$ cat config.mk
export PLATFORM = sky130hd
export DESIGN_NAME = gbc_ram
export DESIGN_NICKNAME = d
export VERILOG_FILES = /design/src/rtl/gbc_ram.sv
export SDC_FILE = /design/constraint.sdc
export NUM_CORES = 1
export LEC_CHECK = 0
export ABC_CLOCK_PERIOD_IN_PS = 4000
export BUFFER_PORTS_ARGS = -buffer_cell sky130_fd_sc_hd__buf_2
export CAP_MARGIN = 20
export CORE_MARGIN = 3
export CORE_UTILIZATION = 25
export CTS_BUF_LIST = sky130_fd_sc_hd__clkbuf_2 sky130_fd_sc_hd__clkbuf_4 sky130_fd_sc_hd__clkbuf_8
export DETAILED_ROUTE_END_ITERATION = 16
export GPL_ROUTABILITY_DRIVEN = 0
export PLACE_DENSITY = 0.4
export SYNTH_ARGS = -nofsm -noshare
export SYNTH_HDL_FRONTEND = slang
export SYNTH_SLANG_ARGS = --single-unit
$ cat constraint.sdc
create_clock -name i_clk -period 4 [get_ports i_clk]
set_input_delay 0.6 -clock i_clk [delete_from_list [all_inputs] [get_ports i_clk]]
set_output_delay 0.6 -clock i_clk [all_outputs]
set_load 0.01 [all_outputs]
$ cat src/rtl/gbc_ram.sv
// Generic simple dual-port RAM, one write and one registered read port.
// No dependencies.
module gbc_ram #(
    parameter int WIDTH = 8,
    parameter int DEPTH = 16,
    localparam int AW   = $clog2(DEPTH)
) (
    input  logic             i_clk,
    input  logic             i_we,
    input  logic [AW-1:0]    i_waddr,
    input  logic [WIDTH-1:0] i_wdata,
    input  logic             i_re,
    input  logic [AW-1:0]    i_raddr,
    output logic [WIDTH-1:0] o_rdata
);
    logic [WIDTH-1:0] r_mem [DEPTH];

    always_ff @(posedge i_clk) begin
        if (i_we) begin
            r_mem[i_waddr] <= i_wdata;
        end
        if (i_re) begin
            o_rdata <= r_mem[i_raddr];
        end
    end
endmodule

==> impl_results.html <==
<table>
<tr><th>Metric</th><th>Value</th></tr>
<tr><th colspan="2">Yosys</th></tr>
<tr><td>Number of instances in the synthesized netlist</td><td>229</td></tr>
<tr><td>Number of warnings issued by yosys</td><td>0</td></tr>
<tr><td>Post-Synthesis Net Count</td><td>248</td></tr>
<tr><td>Synth cell types</td><td>18</td></tr>
<tr><td>Cells taking the most area after synthesis</td><td>edfxtp_1 78%, mux4_2 7.8%, mux4_1 7.0%</td></tr>
<tr><td>Flip-flop and latch count after synthesis</td><td>136</td></tr>
<tr><td>Proportion of netlist area held by the largest area contributor</td><td>0.7812</td></tr>
<tr><td>Sequential fraction of the synthesis area</td><td>0.7812</td></tr>
<tr><td>Post-Syn Area</td><td>5228 µm²</td></tr>
<tr><td>Cell type with the largest total area after synthesis</td><td>edfxtp_1</td></tr>
<tr><td>Post-synthesis area per instance</td><td>22.83 µm²</td></tr>
<tr><th colspan="2">Power</th></tr>
<tr><td>Pwr per Cell Area</td><td>494.5 nW/µm²</td></tr>
<tr><td>Switching pwr</td><td>0.6183 mW</td></tr>
<tr><td>Worst IR Drop VDD</td><td>0.1971 mV</td></tr>
<tr><td>Sequential power share</td><td>0.534</td></tr>
<tr><td>Sw frac</td><td>0.2046</td></tr>
<tr><td>Comb power frac</td><td>0.049</td></tr>
<tr><td>Leakage power summed over all cells</td><td>1.966 nW</td></tr>
<tr><td>Fraction of power consumed by the clock network</td><td>0.417</td></tr>
<tr><td>Design internal power</td><td>2.404 mW</td></tr>
<tr><th colspan="2">Critical path</th></tr>
<tr><td>Setup crit end kind</td><td>flop</td></tr>
<tr><td>Crit Path Category</td><td>input pin to flop</td></tr>
<tr><td>Arrival time at the worst endpoint</td><td>2.44 ns</td></tr>
<tr><td>Startpoint type of the worst setup path</td><td>input pin</td></tr>
<tr><td>Req. time, crit path</td><td>4.18 ns</td></tr>
<tr><td>Length in cells of the worst reg-to-reg path</td><td>3</td></tr>
<tr><td>Worst Path Max Fanout</td><td>19</td></tr>
<tr><th colspan="2">Timing</th></tr>
<tr><td>Top achievable clock speed</td><td>0.4434 GHz</td></tr>
<tr><td>Final cycle utilization of the critical path</td><td>0.5638</td></tr>
<tr><td>Final period demand of the worst path</td><td>2.255 ns</td></tr>
<tr><td>Number of slew-limit violations in the final report</td><td>0</td></tr>
<tr><td>Maximum clock skew at final layout</td><td>0.01030 ns</td></tr>
<tr><td>Setup TNS</td><td>0 ns</td></tr>
<tr><td>RSZ-0062 raised after global routing</td><td>no</td></tr>
<tr><td>Final hold violation count</td><td>0</td></tr>
<tr><td>Max-slew headroom at the worst pin</td><td>0.3240</td></tr>
<tr><td>Final setup vio count</td><td>0</td></tr>
<tr><td>Slew at the pin with the worst max-slew slack</td><td>1.010 ns</td></tr>
<tr><th colspan="2">Clocking</th></tr>
<tr><td>Post-CTS Setup Inserts</td><td>0</td></tr>
<tr><td>Number of buffers inserted by hold repair at cts</td><td>0</td></tr>
<tr><td>Number of buffers created by CTS</td><td>17</td></tr>
<tr><td>Buffers from clock root to sink, at most</td><td>2</td></tr>
<tr><td>Clk slew on worst S/H paths</td><td>0.08 ns</td></tr>
<tr><td>Post-cts gate resize count</td><td>0</td></tr>
<tr><td>Clock latency on the worst-skew pair</td><td>0.44 ns</td></tr>
<tr><td>Number of clock sinks seen by CTS</td><td>136</td></tr>
<tr><td>Root cell of the clock tree</td><td>clkbuf_8</td></tr>
<tr><td>TritonCTS clock tree</td><td>built</td></tr>
<tr><td>Number of H-tree levels</td><td>4</td></tr>
<tr><th colspan="2">Run</th></tr>
<tr><td>MaxCap Viol Count</td><td>0</td></tr>
<tr><th colspan="2">Route</th></tr>
<tr><td>Remaining antenna violation count</td><td>0</td></tr>
<tr><td>Drt initial violations</td><td>150</td></tr>
<tr><td>WL met1</td><td>5411 µm</td></tr>
<tr><td>Count of vias placed by the detailed router</td><td>2,455</td></tr>
<tr><td>Sum of met3 wire segment lengths after detailed routing</td><td>546 µm</td></tr>
<tr><td>Highest metal layer with signal wires</td><td>met4</td></tr>
<tr><td>Total wire length after detailed routing</td><td>11,770 µm</td></tr>
<tr><td>Met2 routed WL</td><td>5691 µm</td></tr>
<tr><td>Ratio of routed vias to standard cells</td><td>4.431</td></tr>
<tr><td>Residual DRC</td><td>0</td></tr>
<tr><td>Avg WL per Cell</td><td>21.25 µm</td></tr>
<tr><td>First-pass iteration count of the detailed router</td><td>7</td></tr>
<tr><th colspan="2">Die</th></tr>
<tr><td># rows</td><td>52</td></tr>
<tr><td>Area of the die</td><td>22,680 µm²</td></tr>
<tr><td>Core area</td><td>20,360 µm²</td></tr>
<tr><td>Initial Util</td><td>0.2567</td></tr>
<tr><td>Height of the die</td><td>150.6 µm</td></tr>
<tr><td>Horizontal die dimension</td><td>150.6 µm</td></tr>
<tr><td>IO Count</td><td>27</td></tr>
<tr><th colspan="2">Finish</th></tr>
<tr><td>Antenna diodes</td><td>0</td></tr>
<tr><td>Post-layout nets</td><td>290</td></tr>
<tr><td>Area taken by multi-input logic gates</td><td>1057 µm²</td></tr>
<tr><td>Final standard cell utilization of the core</td><td>0.3001</td></tr>
<tr><td>Relative area change from synthesis to final layout</td><td>16.92%</td></tr>
<tr><td>Seq. cell area</td><td>4084 µm²</td></tr>
<tr><td>Number of filler instances in the final layout</td><td>1,977</td></tr>
<tr><td>Layout cell share with drive strength beyond 1</td><td>0.2923</td></tr>
<tr><th colspan="2">Placement</th></tr>
<tr><td>HPWL after detailed placement</td><td>7479 µm</td></tr>
<tr><td>Number of port buffers</td><td>26</td></tr>
<tr><th colspan="2">Global routing</th></tr>
<tr><td>Via count of the first global-routing pass</td><td>2,594</td></tr>
<tr><td>Remaining Overflow, GRT</td><td>0</td></tr>
<tr><td>Maximum number of pins on one net before global-route repair</td><td>33</td></tr>
<tr><td>Global-route wire length before repair</td><td>17,310 µm</td></tr>
<tr><td>Initial antenna violation count</td><td>0</td></tr>
<tr><td>Total routing resource utilization after global routing</td><td>0.1117</td></tr>
<tr><th colspan="2">Worst hold path</th></tr>
<tr><td>Number of instances on the worst hold path</td><td>1</td></tr>
<tr><td>Tightest Hold Check Type</td><td>input pin to flop</td></tr>
<tr><th colspan="2">Outcome</th></tr>
<tr><td>Outcome</td><td>finished clean</td></tr>
</table>
[synthesized netlist by cell type]
cell type and n:
edfxtp_1 136, mux4_2 18, a22oi_1 16, mux4_1 14
nor2_1 13, nand2_1 9, nor3_1 4, buf_2 3
buf_6 3, clkdlybuf4s25_2 3, nand2b_1 2, nand3b_1 2
and2_1 1, and2b_1 1, buf_4 1, nand3_1 1
nor2b_1 1, or3b_2 1
[per-stage QoR]
step / worst slack, ns / hold WS [ns] / power (mW) / std cells / cell area (µm²)
2_1_floorplan: 1.907 / 0.6989 / 1.726 / 229 / 5228
3_3_place_gp: 1.207 / 0.7417 / 1.795 / 521 / 5654
3_5_place_dp: 1.200 / 0.7472 / 1.798 / 521 / 5654
5_1_grt: 1.580 / 0.5118 / 3.141 / 554 / 6112
4_1_cts: 1.679 / 0.5157 / 3.059 / 553 / 6101
6_report: 1.745 / 0.5426 / 3.022 / 554 / 6112
[flip-flops by register name, indices dropped and copies added (netlist names)]
name and cells:
o_rdata 8, r_mem 128
[logic make-up (layout without fill, tap and decap cells)]
family / Yosys count / in the layout / share of synthesized area
compound gates: 16 / 16 / 0.02298
flops: 136 / 136 / 0.7812
buf+inv: 10 / 65 / 0.01651
simple gates: 35 / 35 / 0.03136
mux: 32 / 32 / 0.1479
[metal layers]
layer / vias up / GRT usage
met5: - / 0
met3: 8 / 0.03733
met4: 0 / 0.03989
met1: 1323 / 0.1474
li1: 1065 / -
met2: 59 / 0.1727
[critical path: stages]
cell and delay, ns:
buf_2 0.51, buf_4 0.39, mux4_1 0.58, a22oi_1 0.26
nand2_1 0.08
[worst paths after layout]
kind,endpoint,slack (ns),startpoint
min reg2reg,o_rdata[1]$_DFFE_PP_,0.76,r_mem[8][1]$_DFFE_PP_
max,o_rdata[4]$_DFFE_PP_,1.74,i_raddr[0]
max reg2reg,o_rdata[0]$_DFFE_PP_,2.45,r_mem[5][0]$_DFFE_PP_
min,r_mem[6][5]$_DFFE_PP_,0.54,i_wdata[5]
[power by group through the flow]
stage,combinational [mW],sequential (mW),clock [mW]
detailed placement,0.153,1.65,0
global route,0.164,1.62,1.36
global placement,0.150,1.64,0
floorplan,0.0810,1.64,0
CTS,0.153,1.61,1.29
finish,0.149,1.61,1.26
[placed cells by master, fill, tap and decap left out]
master	count
buf_4	6
and2_1	1
nand2_1	9
or3b_2	1
mux4_2	18
a22oi_1	16
edfxtp_1	136
nor2_1	13
clkinvlp_4	3
nand3_1	1
and2b_1	1
clkinv_2	4
clkinv_1	1
nand3b_1	2
buf_6	1
clkbuf_8	17
clkinv_4	1
nor2b_1	1
bufinv_16	5
buf_2	26
nand2b_1	2
nor3_1	4
mux4_1	14
clkbuf_4	1
[cell type report]
cell class                      count  area share
Clock buffer                       18     0.03951
Clock inverter                     14     0.03357
Multi-Input combinational cell     83      0.1730
Sequential cell                   136      0.6682
Tap cell                          270     0.05527
Timing Repair Buffer               33     0.03050
Note: power is estimated with default switching activity, not from simulation.
